==> config.mk <==
export PLATFORM = sky130hd
export DESIGN_NAME = run_length_decoder_flat
export DESIGN_NICKNAME = d
export VERILOG_FILES = /design/src/sv/rld_pkg.sv /design/src/sv/rld_if.sv /design/src/sv/run_length_decoder.sv /design/src/sv/rld_front.sv /design/src/sv/rld_queue.sv /design/src/sv/rld_back.sv /design/src/flat_wrapper.sv
export SDC_FILE = /design/constraint.sdc
export NUM_CORES = 1
export LEC_CHECK = 0
export BUFFER_PORTS_ARGS = -buffer_cell sky130_fd_sc_hd__buf_4
export CORE_UTILIZATION = 25
export CTS_CLUSTER_SIZE = 25
export DETAILED_ROUTE_END_ITERATION = 16
export GPL_TIMING_DRIVEN = 0
export PLACE_DENSITY = 0.39
export SYNTH_ARGS = -nofsm -noshare
export SYNTH_HDL_FRONTEND = slang
export SYNTH_SLANG_ARGS = --single-unit
==> constraint.sdc <==
create_clock -name clk_i -period 3.9 [get_ports clk_i]
set_input_delay 0.39 -clock clk_i [delete_from_list [all_inputs] [get_ports clk_i]]
set_output_delay 0.39 -clock clk_i [all_outputs]
set_load 0.1 [all_outputs]
==> src/sv/rld_pkg.sv <==
// Shared types and constants for the run-length decoder.
// No dependencies; every other file of the block uses this package.
`timescale 1ns / 1ps
`default_nettype none

package rld_pkg;

  localparam int CharW = 8;
  localparam int CntW  = 6;
  localparam int QDepth = 2;
  localparam int QPtrW  = $clog2(QDepth);

  localparam logic [CharW-1:0] ChLowA  = 8'h61;  // 'a'
  localparam logic [CharW-1:0] ChLowZ  = 8'h7a;  // 'z'
  localparam logic [CharW-1:0] ChZero  = 8'h30;  // '0'
  localparam logic [CharW-1:0] ChNine  = 8'h39;  // '9'
  localparam int               Radix   = 10;

  // One run to expand: a letter, how many times, and its flags.
  typedef struct packed {
    logic [CharW-1:0] letter;
    logic [CntW-1:0]  times;
    logic             clipped;
    logic             last;
  } run_cmd_t;

endpackage

`default_nettype wire

==> src/sv/rld_if.sv <==
// Handshake channels of the run-length decoder: character in, letter out.
// Depends on rld_pkg for the field widths.
`timescale 1ns / 1ps
`default_nettype none

interface rld_in_if;
  logic                        valid;
  logic                        ready;
  logic [rld_pkg::CharW-1:0]   char_in;
  logic                        string_end;

  modport source(output valid, char_in, string_end, input ready);
  modport sink(input valid, char_in, string_end, output ready);
endinterface

interface rld_out_if;
  logic                        valid;
  logic                        ready;
  logic [rld_pkg::CharW-1:0]   char_out;
  logic                        run_last;
  logic                        count_clipped;

  modport source(output valid, char_out, run_last, count_clipped, input ready);
  modport sink(input valid, char_out, run_last, count_clipped, output ready);
endinterface

`default_nettype wire

==> src/sv/run_length_decoder.sv <==
// Channel   | Dir | Fields                              | Beat
// in_i      | in  | char_in[7:0], string_end            | one character
// out_o     | out | char_out[7:0], run_last, count_clipped | one decoded letter
//
// The front takes one character per cycle while the two-entry run queue has room;
// a letter that ends the string while another letter is pending holds the input
// until its second run command has been pushed, which waits while the queue is full.
// The back emits one letter per cycle while the receiver is ready, one per repeat,
// and the sustained rate follows the average run length.
// Reset clears the pending letter, the count and the queue; no clearing pass.
// Either side may stall on its own; the queue decouples them.
// Depends on rld_pkg, rld_if, rld_front, rld_queue and rld_back.
`timescale 1ns / 1ps
`default_nettype none

module run_length_decoder #(
  parameter int MAX_COUNT = 63
) (
  input  wire            clk_i,
  input  wire            rst_ni,
  rld_in_if.sink         in_i,
  rld_out_if.source      out_o
);

  logic                  q_ready;
  logic                  push;
  rld_pkg::run_cmd_t     push_cmd;
  logic                  pop;
  logic                  q_valid;
  rld_pkg::run_cmd_t     q_cmd;

  rld_front #(
    .MAX_COUNT(MAX_COUNT)
  ) u_front (
    .clk_i      (clk_i),
    .rst_ni     (rst_ni),
    .in_i       (in_i),
    .q_ready_i  (q_ready),
    .push_o     (push),
    .push_cmd_o (push_cmd)
  );

  rld_queue u_queue (
    .clk_i      (clk_i),
    .rst_ni     (rst_ni),
    .push_i     (push),
    .push_cmd_i (push_cmd),
    .ready_o    (q_ready),
    .pop_i      (pop),
    .valid_o    (q_valid),
    .cmd_o      (q_cmd)
  );

  rld_back u_back (
    .clk_i     (clk_i),
    .rst_ni    (rst_ni),
    .q_valid_i (q_valid),
    .q_cmd_i   (q_cmd),
    .pop_o     (pop),
    .out_o     (out_o)
  );

endmodule

`default_nettype wire

==> src/sv/rld_front.sv <==
// Front end: takes characters, tracks the pending letter and its count,
// and issues run commands to the queue. Depends on rld_pkg and rld_if.
`timescale 1ns / 1ps
`default_nettype none

module rld_front #(
  parameter int MAX_COUNT = 63
) (
  input  wire                    clk_i,
  input  wire                    rst_ni,
  rld_in_if.sink                 in_i,
  input  wire                    q_ready_i,
  output logic                   push_o,
  output rld_pkg::run_cmd_t      push_cmd_o
);

  localparam logic [rld_pkg::CntW-1:0] MaxCnt = rld_pkg::CntW'(MAX_COUNT);
  localparam int ProdW = rld_pkg::CntW + 4;

  logic [rld_pkg::CharW-1:0] letter_q, letter_d;
  logic                      lvalid_q, lvalid_d;
  logic [rld_pkg::CntW-1:0]  count_q, count_d;
  logic                      digits_q, digits_d;
  logic                      ovf_q, ovf_d;
  logic                      second_q, second_d;
  rld_pkg::run_cmd_t         second_cmd_q, second_cmd_d;

  logic                      accept;
  logic                      is_letter;
  logic                      is_digit;
  logic [ProdW-1:0]          acc_val;
  logic [rld_pkg::CntW-1:0]  eff_count;
  logic                      eff_digits;
  logic                      eff_ovf;
  logic                      flush_old;
  rld_pkg::run_cmd_t         cmd_old;
  rld_pkg::run_cmd_t         cmd_new;

  assign in_i.ready = q_ready_i && !second_q;
  assign accept     = in_i.valid && in_i.ready;

  assign is_letter = (in_i.char_in >= rld_pkg::ChLowA) && (in_i.char_in <= rld_pkg::ChLowZ);
  assign is_digit  = (in_i.char_in >= rld_pkg::ChZero) && (in_i.char_in <= rld_pkg::ChNine);

  // count * 10 + digit, as two shifts and adds.
  assign acc_val = (ProdW'(count_q) << 3) + (ProdW'(count_q) << 1)
                 + ProdW'(in_i.char_in - rld_pkg::ChZero);

  // A digit on the last character still counts before the flush.
  always_comb begin
    eff_count  = count_q;
    eff_digits = digits_q;
    eff_ovf    = ovf_q;
    if (is_digit && lvalid_q) begin
      eff_digits = 1'b1;
      if (acc_val > ProdW'(MaxCnt)) begin
        eff_count = MaxCnt;
        eff_ovf   = 1'b1;
      end else begin
        eff_count = acc_val[rld_pkg::CntW-1:0];
      end
    end
  end

  assign flush_old = lvalid_q && (is_letter || in_i.string_end);

  always_comb begin
    cmd_old.letter  = letter_q;
    cmd_old.times   = eff_digits ? eff_count : rld_pkg::CntW'(1);
    cmd_old.clipped = eff_ovf;
    cmd_old.last    = !(is_letter && in_i.string_end);
    cmd_new.letter  = in_i.char_in;
    cmd_new.times   = rld_pkg::CntW'(1);
    cmd_new.clipped = 1'b0;
    cmd_new.last    = 1'b1;
  end

  always_comb begin
    letter_d     = letter_q;
    lvalid_d     = lvalid_q;
    count_d      = count_q;
    digits_d     = digits_q;
    ovf_d        = ovf_q;
    second_d     = second_q;
    second_cmd_d = second_cmd_q;
    push_o       = 1'b0;
    push_cmd_o   = cmd_old;

    if (second_q) begin
      // The second command waits until the queue has room.
      push_cmd_o = second_cmd_q;
      if (q_ready_i) begin
        push_o   = 1'b1;
        second_d = 1'b0;
      end
    end else if (accept) begin
      // A letter that also ends the string while another letter is pending needs a second command.
      if (flush_old) begin
        push_o     = 1'b1;
        push_cmd_o = cmd_old;
        if (is_letter && in_i.string_end) begin
          second_d     = 1'b1;
          second_cmd_d = cmd_new;
        end
      end else if (is_letter && in_i.string_end) begin
        push_o     = 1'b1;
        push_cmd_o = cmd_new;
      end

      if (in_i.string_end) begin
        letter_d = '0;
        lvalid_d = 1'b0;
        count_d  = '0;
        digits_d = 1'b0;
        ovf_d    = 1'b0;
      end else if (is_letter) begin
        letter_d = in_i.char_in;
        lvalid_d = 1'b1;
        count_d  = '0;
        digits_d = 1'b0;
        ovf_d    = 1'b0;
      end else begin
        count_d  = eff_count;
        digits_d = eff_digits;
        ovf_d    = eff_ovf;
      end
    end
  end

  always_ff @(posedge clk_i or negedge rst_ni) begin
    if (!rst_ni) begin
      letter_q <= '0;
      lvalid_q <= 1'b0;
      count_q  <= '0;
      digits_q <= 1'b0;
      ovf_q    <= 1'b0;
      second_q <= 1'b0;
    end else begin
      letter_q <= letter_d;
      lvalid_q <= lvalid_d;
      count_q  <= count_d;
      digits_q <= digits_d;
      ovf_q    <= ovf_d;
      second_q <= second_d;
    end
  end

  always_ff @(posedge clk_i) begin
    second_cmd_q <= second_cmd_d;
  end

`ifndef NO_ASSERTIONS
  a_second_blocks_input: assert property (@(posedge clk_i) disable iff (!rst_ni)
    second_q |-> !in_i.ready)
    else $error("input taken while a second run command is pending");
  a_count_bounded: assert property (@(posedge clk_i) disable iff (!rst_ni)
    count_q <= MaxCnt)
    else $error("repeat count above its limit");
  a_push_has_room: assert property (@(posedge clk_i) disable iff (!rst_ni)
    push_o |-> q_ready_i)
    else $error("run command pushed into a full queue");
`endif

endmodule

`default_nettype wire

==> src/sv/rld_queue.sv <==
// Short queue of run commands between the front and back ends.
// Depends on rld_pkg.
`timescale 1ns / 1ps
`default_nettype none

module rld_queue (
  input  wire                    clk_i,
  input  wire                    rst_ni,
  input  wire                    push_i,
  input  rld_pkg::run_cmd_t      push_cmd_i,
  output logic                   ready_o,
  input  wire                    pop_i,
  output logic                   valid_o,
  output rld_pkg::run_cmd_t      cmd_o
);

  localparam int CntBits = $clog2(rld_pkg::QDepth + 1);

  rld_pkg::run_cmd_t             mem_q [rld_pkg::QDepth];
  logic [rld_pkg::QPtrW-1:0]     wr_ptr_q, rd_ptr_q;
  logic [CntBits-1:0]            fill_q;
  logic                          do_push, do_pop;

  assign ready_o = (fill_q != CntBits'(rld_pkg::QDepth));
  assign valid_o = (fill_q != '0);
  assign cmd_o   = mem_q[rd_ptr_q];
  assign do_push = push_i && ready_o;
  assign do_pop  = pop_i && valid_o;

  always_ff @(posedge clk_i or negedge rst_ni) begin
    if (!rst_ni) begin
      wr_ptr_q <= '0;
      rd_ptr_q <= '0;
      fill_q   <= '0;
    end else begin
      if (do_push) begin
        wr_ptr_q <= (wr_ptr_q == rld_pkg::QPtrW'(rld_pkg::QDepth - 1)) ? '0 : wr_ptr_q + 1'b1;
      end
      if (do_pop) begin
        rd_ptr_q <= (rd_ptr_q == rld_pkg::QPtrW'(rld_pkg::QDepth - 1)) ? '0 : rd_ptr_q + 1'b1;
      end
      fill_q <= fill_q + CntBits'(do_push) - CntBits'(do_pop);
    end
  end

  always_ff @(posedge clk_i) begin
    if (do_push) begin
      mem_q[wr_ptr_q] <= push_cmd_i;
    end
  end

`ifndef NO_ASSERTIONS
  a_fill_bounded: assert property (@(posedge clk_i) disable iff (!rst_ni)
    fill_q <= CntBits'(rld_pkg::QDepth))
    else $error("queue fill count out of range");
  a_no_pop_empty: assert property (@(posedge clk_i) disable iff (!rst_ni)
    pop_i |-> valid_o)
    else $error("pop from an empty queue");
  a_fill_tracks: assert property (@(posedge clk_i) disable iff (!rst_ni)
    (do_push && !do_pop) |=> (fill_q == $past(fill_q) + 1'b1))
    else $error("queue fill count missed a push");
`endif

endmodule

`default_nettype wire

==> src/sv/rld_back.sv <==
// Back end: expands each run command into one letter beat per repeat,
// straight from registers. Depends on rld_pkg and rld_if.
`timescale 1ns / 1ps
`default_nettype none

module rld_back (
  input  wire                    clk_i,
  input  wire                    rst_ni,
  input  wire                    q_valid_i,
  input  rld_pkg::run_cmd_t      q_cmd_i,
  output logic                   pop_o,
  rld_out_if.source              out_o
);

  logic                          busy_q, busy_d;
  logic [rld_pkg::CntW-1:0]      rem_q, rem_d;
  logic [rld_pkg::CharW-1:0]     letter_q;
  logic                          clip_q;
  logic                          last_q;
  logic                          out_fire;
  logic                          final_beat;

  assign out_fire   = out_o.valid && out_o.ready;
  assign final_beat = (rem_q == rld_pkg::CntW'(1));

  // Load the next run as the current one leaves; empty runs are dropped.
  assign pop_o = q_valid_i && (!busy_q || (out_fire && final_beat));

  always_comb begin
    busy_d = busy_q;
    rem_d  = rem_q;
    if (out_fire) begin
      rem_d = rem_q - 1'b1;
      if (final_beat) begin
        busy_d = 1'b0;
      end
    end
    if (pop_o) begin
      busy_d = (q_cmd_i.times != '0);
      rem_d  = q_cmd_i.times;
    end
  end

  always_ff @(posedge clk_i or negedge rst_ni) begin
    if (!rst_ni) begin
      busy_q <= 1'b0;
      rem_q  <= '0;
    end else begin
      busy_q <= busy_d;
      rem_q  <= rem_d;
    end
  end

  always_ff @(posedge clk_i) begin
    if (pop_o) begin
      letter_q <= q_cmd_i.letter;
      clip_q   <= q_cmd_i.clipped;
      last_q   <= q_cmd_i.last;
    end
  end

  assign out_o.valid         = busy_q;
  assign out_o.char_out      = letter_q;
  assign out_o.count_clipped = clip_q;
  assign out_o.run_last      = last_q && final_beat;

`ifndef NO_ASSERTIONS
  a_busy_has_beats: assert property (@(posedge clk_i) disable iff (!rst_ni)
    busy_q |-> (rem_q != '0))
    else $error("run active with no beats left");
  a_run_continues: assert property (@(posedge clk_i) disable iff (!rst_ni)
    (busy_q && !final_beat && !out_fire) |=> (busy_q && $stable(rem_q)))
    else $error("stalled run lost its remaining count");
  a_step_down: assert property (@(posedge clk_i) disable iff (!rst_ni)
    (out_fire && !final_beat) |=> (rem_q == $past(rem_q) - 1'b1))
    else $error("beat count did not step down");
`endif

endmodule

`default_nettype wire

==> src/flat_wrapper.sv <==
// flat-port wrapper written by rule: the top's interface ports become plain ports
module run_length_decoder_flat 
#(
  parameter int MAX_COUNT = 63
)
  (clk_i, rst_ni, in_i_valid, in_i_char_in, in_i_string_end, in_i_ready, out_o_valid, out_o_char_out, out_o_run_last, out_o_count_clipped, out_o_ready);
  rld_in_if in_i_i ();
  rld_out_if out_o_i ();
  input  wire clk_i;
  input  wire rst_ni;
  input wire logic [$bits(in_i_i.valid)-1:0] in_i_valid;
  input wire logic [$bits(in_i_i.char_in)-1:0] in_i_char_in;
  input wire logic [$bits(in_i_i.string_end)-1:0] in_i_string_end;
  output wire logic [$bits(in_i_i.ready)-1:0] in_i_ready;
  output wire logic [$bits(out_o_i.valid)-1:0] out_o_valid;
  output wire logic [$bits(out_o_i.char_out)-1:0] out_o_char_out;
  output wire logic [$bits(out_o_i.run_last)-1:0] out_o_run_last;
  output wire logic [$bits(out_o_i.count_clipped)-1:0] out_o_count_clipped;
  input wire logic [$bits(out_o_i.ready)-1:0] out_o_ready;
  assign in_i_i.valid = in_i_valid;
  assign in_i_i.char_in = in_i_char_in;
  assign in_i_i.string_end = in_i_string_end;
  assign in_i_ready = in_i_i.ready;
  assign out_o_valid = out_o_i.valid;
  assign out_o_char_out = out_o_i.char_out;
  assign out_o_run_last = out_o_i.run_last;
  assign out_o_count_clipped = out_o_i.count_clipped;
  assign out_o_i.ready = out_o_ready;
  run_length_decoder #(.MAX_COUNT(MAX_COUNT)) u_core (.clk_i(clk_i), .rst_ni(rst_ni), .in_i(in_i_i), .out_o(out_o_i));
endmodule
==> flow_summary.ini <==
[flow_run]
max_cap_viol_count = 0

[floorplan]
die_h_um = 128
start_util_pct = 25.9
die_area_mm2 = 0.0165
io_pins = 25
rows = 45
core_mm2 = 0.0154
die_width_um = 128

[synth]
synth_top_area_share_pct = 37.6
seq_area_frac_synth_pct = 55.7
synth_top_flop_cell = edfxtp_1
synth_edf_count = 50
syn_area_per_cell_um2 = 12.6
yosysWarnings = 0
synthArstFlopShare_pct = 36.7
ys_types = 50
syn_area_mm2 = 0.00400
synth_nets = 352
syn_inst = 317
synth_area_leaders = edfxtp_1 38%, dfrtp_1 18%, ha_1 5.3%, mux2i_1 3.3%, mux2_2 2.8%
ys_ff_latch = 79
synth_top_area_cell = edfxtp_1

[place]
placed_cells = 552
io_buffers = 24
dpl-instance-area_mm2 = 0.00445
place_congestion = 0.744
hpwl_um = 6460

[grt]
grt_usage_pct = 12.0
grt_pass1_wl_um = 14800
antenna_found_initial = 0
overflow = 0
grt_max_degree = 30
grt_pass1_vias = 2590

[layout]
design_area_mm2 = 0.00476
fillers = 1609
fin_nets = 387
syn_to_final_growth_pct = 19.0
fin_cells = 568
diodes = 0
drive_gt1_share_pct = 19.9

[drt]
initialDrtViolationCount = 129
vias_per_cell = 4.38
routedWlPerCell_um = 15.7
vias = 2488
dr.pass1.iters = 4
drc_errors = 0
postRouteAntennaNets = 0
wirelength_um = 8900

[worst_setup_path]
path_class = input port to flip-flop
crit_buf_inv = 4
reg2reg_depth = 9
cp-start-kind = input port
cp_top_family = adder cells
path_cells = buf_4, inv_1, ha_1, inv_1, fa_1, ha_1, nor2_1, a21oi_1, xnor2_1, and3_1, buf_2, a31oi_1
cp-end-kind = flip-flop
worst-path-stages = 12
critPathArrivalTime_ns = 3.13
path_max_fanout = 8
max_stage_delay_ns = 0.57
cp_slowest_cell = xnor2_1
required_ns = 3.95

[timing]
fin_skew_ns = 0.00670
slew_violations = 0
period_minus_slack_ns = 3.07
relSlewSlack_pct = 39.1
setup_viol = 0
rsz0062_at_grt = false
hold_viol = 5
final.setup.tns_ns = 0
fmax_mhz = 325
holdWs_ns = -0.00158
min_period_over_period_pct = 78.8
tightest_slew_ns = 0.906

[power]
vdd_drop_max_v = 0.000237
p_leak_nw = 1.78
power_per_cell_area_mw_per_mm2 = 569

[outcome]
violations = negative hold slack
status = finished, violations left

[clock_tree]
clockBufferDepth = 2
post_cts_resized = 0
cts_root_buffer = clkbuf_16
hold_buffers = 0
clk_latency_ns = 0.33
cts_num_sinks = 79
cts_buffers = 9
htree_levels = 3
cts_tree = yes
post_cts_buffers = 0
clk_pin_slew_ns = 0.06

[min_path]
hp-class = input port to asynchronous set/reset pin
==> cells in the mapped netlist (all sizes together) (4+ instances only) <==
library cell	count
o21ai	15
xor2	5
nand2b	5
clkbuf	5
nor3	7
buf	5
edfxtp	50
dfrtp	29
inv	22
mux2	10
a311oi	5
o31ai	4
a21oi	10
nor4	4
nand2	24
nand4	6
a22o	8
xnor2	9
mux2i	13
ha	17
nand3	5
fa	5
nor2	20
==> cells by family after synthesis <==
group | synth area share (%)
xor+xnor | 3.07
mux | 6.07
simple gates | 11.5
fa+ha+maj | 7.82
buf+inv | 3.32
compound gates | 12.5
flops | 55.7
==> final timing paths <==
path | start | endpoint | slack (ns)
max in group asynchronous | rst_ni | u_core.u_front.count_q[2]$_DFFE_PN0P_ | 3.58
min in group clk_i | in_i_char_in[3] | u_core.u_front.second_cmd_q[11]$_DFFE_PP_ | 0.30
setup / recovery | in_i_char_in[4] | u_core.u_queue.mem_q[1][2]$_DFFE_PP_ | 0.83
hold reg to reg | u_core.u_front.letter_q[0]$_DFFE_PN0P_ | u_core.u_front.letter_q[0]$_DFFE_PN0P_ | 0.48
setup reg to reg | u_core.u_front.count_q[2]$_DFFE_PN0P_ | u_core.u_queue.mem_q[1][2]$_DFFE_PP_ | 0.84
hold / removal | rst_ni | u_core.u_queue.rd_ptr_q$_DFFE_PN0P_ | -0.002
==> cell type report <==
class                           instances  area (µm²)  share of cell area, %
Inverter                               22        82.6                   1.74
Tap cell                              211         264                   5.55
Buffer                                 10        50.0                   1.05
Multi-Input combinational cell        206        1650                   34.6
Clock buffer                           10         239                   5.02
Timing Repair Buffer                   24         180                   3.79
Sequential cell                        79        2230                   46.8
Clock inverter                          6        66.3                   1.39
==> worst reg2reg max path, delay by kind of cell (launching register included) <==
family                     cells  cell delay (ns)
buffers and inverters          2             0.28
adders and majority gates      2             0.97
DFF                            1             0.45
xor gates and xnor gates       1             0.35
AOI/OAI and AO/OA              2             0.33
and+or+nand+nor                2             0.41
==> sequential cells by signal, summed over array words and instances, names as in the netlist, 2 cells and up <==
name and cells:
u_core.u_back.out_o.char_out 8, u_core.u_front.letter_q 8, u_core.u_back.rem_q 6, u_core.u_front.second_cmd_q 8, u_core.u_queue.fill_q 2, u_core.u_front.count_q 6, u_core.u_queue.mem_q 32
==> per-stage QoR <==
step / total power, mW / utilization, % / setup WS [ns]
floorplan: 1.66 / - / 0.823
global placement: 1.86 / 28.8 / 0.218
detailed placement: 1.87 / 28.8 / 0.491
CTS: 2.75 / 30.8 / 0.828
global route: 2.88 / 30.8 / 0.650
finish: 2.71 / 30.8 / 0.826
==> layout by cell type (no fill, tap or decap), drive strengths merged, types with 6 or more instances in the layout <==
master,Yosys,final
nor3,7,7
edfxtp,50,50
a22o,8,8
dfrtp,29,29
inv,22,24
o21ai,15,15
ha,17,17
mux2i,13,13
a21oi,10,10
xnor2,9,9
nor2,20,20
mux2,10,10
nand4,6,6
nand2,24,24
buf,5,29
clkbuf,5,15
==> routing by layer <==
metal | up-vias | track usage [%] | part of all wire [%]
met2 | 31 | 18.0 | 45
met1 | 1220 | 17.2 | 52
met3 | 5 | 3.12 | 2.3
met4 | 0 | 3.11 | 0.94
met5 | - | 0 | 0
li1 | 1232 | - | -
==> report_power, final <==
group          internal (mW)  switching, mW
logic                  0.260          0.441
registers               1.06         0.0856
clock network          0.516          0.342
total                   1.84          0.868
Power figures use the tool's default switching activity.
